==> config.mk <==
export PLATFORM = sky130hd
export DESIGN_NAME = tws_ram
export DESIGN_NICKNAME = d
export VERILOG_FILES = /design/src/design/timing_wheel_scheduler_unit_defines.svh /design/src/design/tws_ram.sv
export SDC_FILE = /design/constraint.sdc
export NUM_CORES = 1
export LEC_CHECK = 0
export BUFFER_PORTS_ARGS = -buffer_cell sky130_fd_sc_hd__buf_2
export CAP_MARGIN = 20
export CORE_MARGIN = 2
export CORE_UTILIZATION = 60
export DETAILED_ROUTE_END_ITERATION = 8
export PLACE_DENSITY = 0.78
export SYNTH_ARGS = -nofsm -noshare
export SYNTH_HDL_FRONTEND = slang
export SYNTH_SLANG_ARGS = --single-unit
==> constraint.sdc <==
create_clock -name clk -period 3.4 [get_ports clk]
set_clock_uncertainty 0.2 [all_clocks]
set_input_delay 0 -clock clk [delete_from_list [all_inputs] [get_ports clk]]
set_output_delay 0 -clock clk [all_outputs]
set_load 0.005 [all_outputs]
==> src/design/timing_wheel_scheduler_unit_defines.svh <==
// Assertion macros for the timing wheel scheduler.
`ifndef TIMING_WHEEL_SCHEDULER_UNIT_DEFINES_SVH
`define TIMING_WHEEL_SCHEDULER_UNIT_DEFINES_SVH
`ifndef SYNTHESIS
`define TWS_ASSERT(lbl, clk, rst_n, prop) \
  lbl: assert property (@(posedge clk) disable iff (!rst_n) prop) \
    else $error("tws: check failed");
`define TWS_ASSERT_NEXT(lbl, clk, rst_n, ante, cons) \
  lbl: assert property (@(posedge clk) disable iff (!rst_n) (ante) |=> (cons)) \
    else $error("tws: sequence check failed");
`else
`define TWS_ASSERT(lbl, clk, rst_n, prop)
`define TWS_ASSERT_NEXT(lbl, clk, rst_n, ante, cons)
`endif
`endif

==> src/design/tws_ram.sv <==
// Generic single-port-write, single-port-read RAM with registered read.
`default_nettype none
module tws_ram #(
  parameter int WIDTH = 8,
  parameter int DEPTH = 32
) (
  input  wire logic                     clk,
  input  wire logic                     we,
  input  wire logic [$clog2(DEPTH)-1:0] waddr,
  input  wire logic [WIDTH-1:0]         wdata,
  input  wire logic [$clog2(DEPTH)-1:0] raddr,
  output logic      [WIDTH-1:0]         rdata
);
  logic [WIDTH-1:0] mem [DEPTH];

  always_ff @(posedge clk) begin
    if (we) begin
      mem[waddr] <= wdata;
    end
    rdata <= mem[raddr];
  end
endmodule
`default_nettype wire

==> metrics.md <==
| Metric | Value |
|---|---|
| Status | finished, final reports clean |
| # DRC | 0 |
| Synth warn | 0 |
| Most frequent CP cell | mux4_2 |
| CP startpoint kind | flop |
| Finish-stage setup viols | 0 |
| Critical Path RT | between 3000 and 4000 ps |
| Post-layout nets | between 400 and 500 |
| RSZ-0062 raised after global routing | no |
| Detail-routed via count per cell | 6.40 |
| First-pass GRT wire length | ~30 mm |
| Layout cells sized above 1 | roughly 32% |
| Final Critical Period | around 2600 ps |
| Post-CTS Setup Inserts | 0 |
| Hold Crit Start | waddr[0] |
| Finished Cell Area | between 10000 and 15000 um^2 |
| Largest net degree at the start of global routing | 65 |
| Crit path largest cell delay | 560 ps |
| Synth cell types | 15 |
| Clock Pin Slew Worst Setup and Hold Paths | around 60 ps |
| Fmax | about 0.39 GHz |
| Pre-antenna DRT Iters | 4 |
| Final period util | between 70% and 80% |
| Clock buffer depth | 3 |
| Dpl cell area | 10400 um^2 |
| Hold WC Path Type | primary input to flop |
| Sequential area share after synthesis | between 70 and 80% |
| Die Y-Extent | 133 um |
| # rows | 47 |
| Leak Pwr | 3.59 nW |
| Syn Area/Cell | about 24 um^2 |
| Synthesized flop and latch total | about 260 |
| Util after Layout | ~69% |
| H-tree depth | 1 |
| Hold EP | mem[16][4] |
| Clk_lat worst skew | 520 ps |
| Final WL | 19.7 mm |
| Initial core utilization | 61.1% |
| Total core area | about 16000 um^2 |
| Area Growth Syn to Fin | 13.7% |
| Antenna Cells | 0 |
| Antenna-violating nets left | 0 |
| Critical Path Fanout Max | 1 |
| Vias in the first global route | between 4000 and 5000 |
| Cts bufs inserted | 26 |
| Hold_buf cts | 16 |
| # port buffers | 27 |
| CTS sink count | between 200 and 300 |
| Initial DRC count | roughly 540 |
| Crit Path Category | flop to flop |
| Resize count post-CTS | 0 |
| Synth Cell Area | between 10000 and 15000 um^2 |
| Reg2reg start | mem[26][4] |
| Area of the die | approximately 18000 um^2 |
| Final hold vios | 0 |
| Flop-to-flop setup slack | 840 ps |
| Die width | ~130 um |
| Post-detail-place hpwl | between 10 and 15 mm |
| Reg-to-Reg End | rdata[4] |
| Antenna violations before repair | 1 |
| WL/cell | ~28 um |
| Post-Layout Cell Count | 712 |
| Ports | 28 |
| RD Place Congestion | about 0.77 |
| Post-Synthesis Cells | ~420 |
| Worst path cell trace | mux4_2, mux4_2, mux2_2, dlygate4sd3_1 |
| CP Data Arrival Time | about 2800 ps |
| Worst VDD drop | 447 uV |
| Reg2Reg Depth | 4 |
| Post-synth top area share | 76.5% |
| Clk root buf | clkbuf_16 |
| Vias | approximately 4600 |
| Area contributors post-synth | edfxtp_1 (76%), mux4_2 (18%), dfxtp_1 (1.6%) |
| Congestion Overflow GR | 0 |
| Cell at the slowest stage of the critical path | dlygate4sd3_1 |
| GRT Total Usage | a little under a quarter |
| Total negative setup slack | 0 ps |
| Crit end category | flop |
| Post-Syn Nets | ~440 |
| Count of final max-slew check failures | 0 |
| Max Cap Viol | 0 |
| WHS | ~70 ps |
| Worst slew pin tran | 906 ps |
| Post-synth top area cell | edfxtp_1 |
| CTS tree | done |
| Placed insts | about 650 |
| Pwr dens | 594 nW/um^2 |
| Max-slew headroom | around two fifths |
| Hold Crit Depth | 3 |
## cells in the mapped netlist
| library cell | n |
|---|---|
| nand2_1 | 1 |
| mux2_2 | 8 |
| nand3_1 | 2 |
| or3_1 | 1 |
| buf_1 | 6 |
| nor2_1 | 33 |
| buf_2 | 1 |
| buf_4 | 6 |
| dfxtp_1 | 8 |
| nand3b_1 | 5 |
| clkbuf_1 | 6 |
| mux4_2 | 80 |
| edfxtp_1 | 256 |
| or3b_2 | 3 |
| buf_6 | 1 |
## worst max-delay path by stage
stage | startpoint | end | slack [ps]
3_3_place_gp | raddr[0] | rdata[1] | 1100
4_1_cts | mem[26][4] | rdata[4] | 870
3_5_place_dp | raddr[0] | rdata[2] | 1080
6_report | mem[26][4] | rdata[4] | 840
2_1_floorplan | raddr[2] | rdata[0] | 1400
5_1_grt | mem[31][4] | rdata[4] | 790
## kinds of logic after synthesis
group / synth area share (%)
buf+inv: 1.06
flops: 78.1
mux: 18.8
simple gates: 2.07
## registers in the layout, summed over array words and instances, names as in the netlist
name,count
mem,256
rdata,8
## layout make-up
cell class	instances	area (um^2)
clock inverters	8	88.8
repair buffers	47	365
well taps	220	275
multi-input cells	133	2100
fillers	960	5030
flip-flops and latches	264	7850
clock buffers	40	754
## cell usage in the layout, fill, tap and decap left out
cell,n
buf_12,3
buf_2,26
buf_4,2
bufinv_16,2
clkbuf_1,10
clkbuf_16,27
clkbuf_8,3
clkinv_1,1
clkinv_2,5
dfxtp_1,8
dlygate4sd3_1,16
edfxtp_1,256
mux2_2,8
mux4_2,80
nand2_1,1
nand3_1,2
nand3b_1,5
nor2_1,33
or3_1,1
or3b_2,3
## where the power goes
group / internal, mW / switching (mW) / leakage (nW) / total, mW
Combinational: 0.160 / 0.186 / 0.796 / 0.346
Sequential: 3.62 / 0.0177 / 2.37 / 3.64
Clock: 1.68 / 1.13 / 0.415 / 2.81
Total: 5.46 / 1.34 / 3.59 / 6.79
## stage by stage
| step | worst slack, ps | power (mW) |
|---|---|---|
| 6_report | 835 | 6.79 |
| 5_1_grt | 786 | 6.96 |
| 4_1_cts | 872 | 6.82 |
| 3_5_place_dp | 1080 | 4.03 |
| 3_3_place_gp | 1100 | 4.02 |
| 2_1_floorplan | 1400 | 3.89 |
## metal layers
metal / part of all wire, % / routed length (um) / global-route usage [%]
met3: 8.2 / 1610 / 4.15
met2: 49 / 9670 / 37.1
met5: 0.066 / 13 / 0
met4: 1.9 / 383 / 6.15
met1: 41 / 8030 / 35.1
## worst max-delay path: cells and delay by family (launching register included)
family	cells	cell delay, ps
buffers and inverters	1	560
flip-flops	1	370
multiplexers	3	1320
Note: power is estimated with default switching activity, not from simulation.
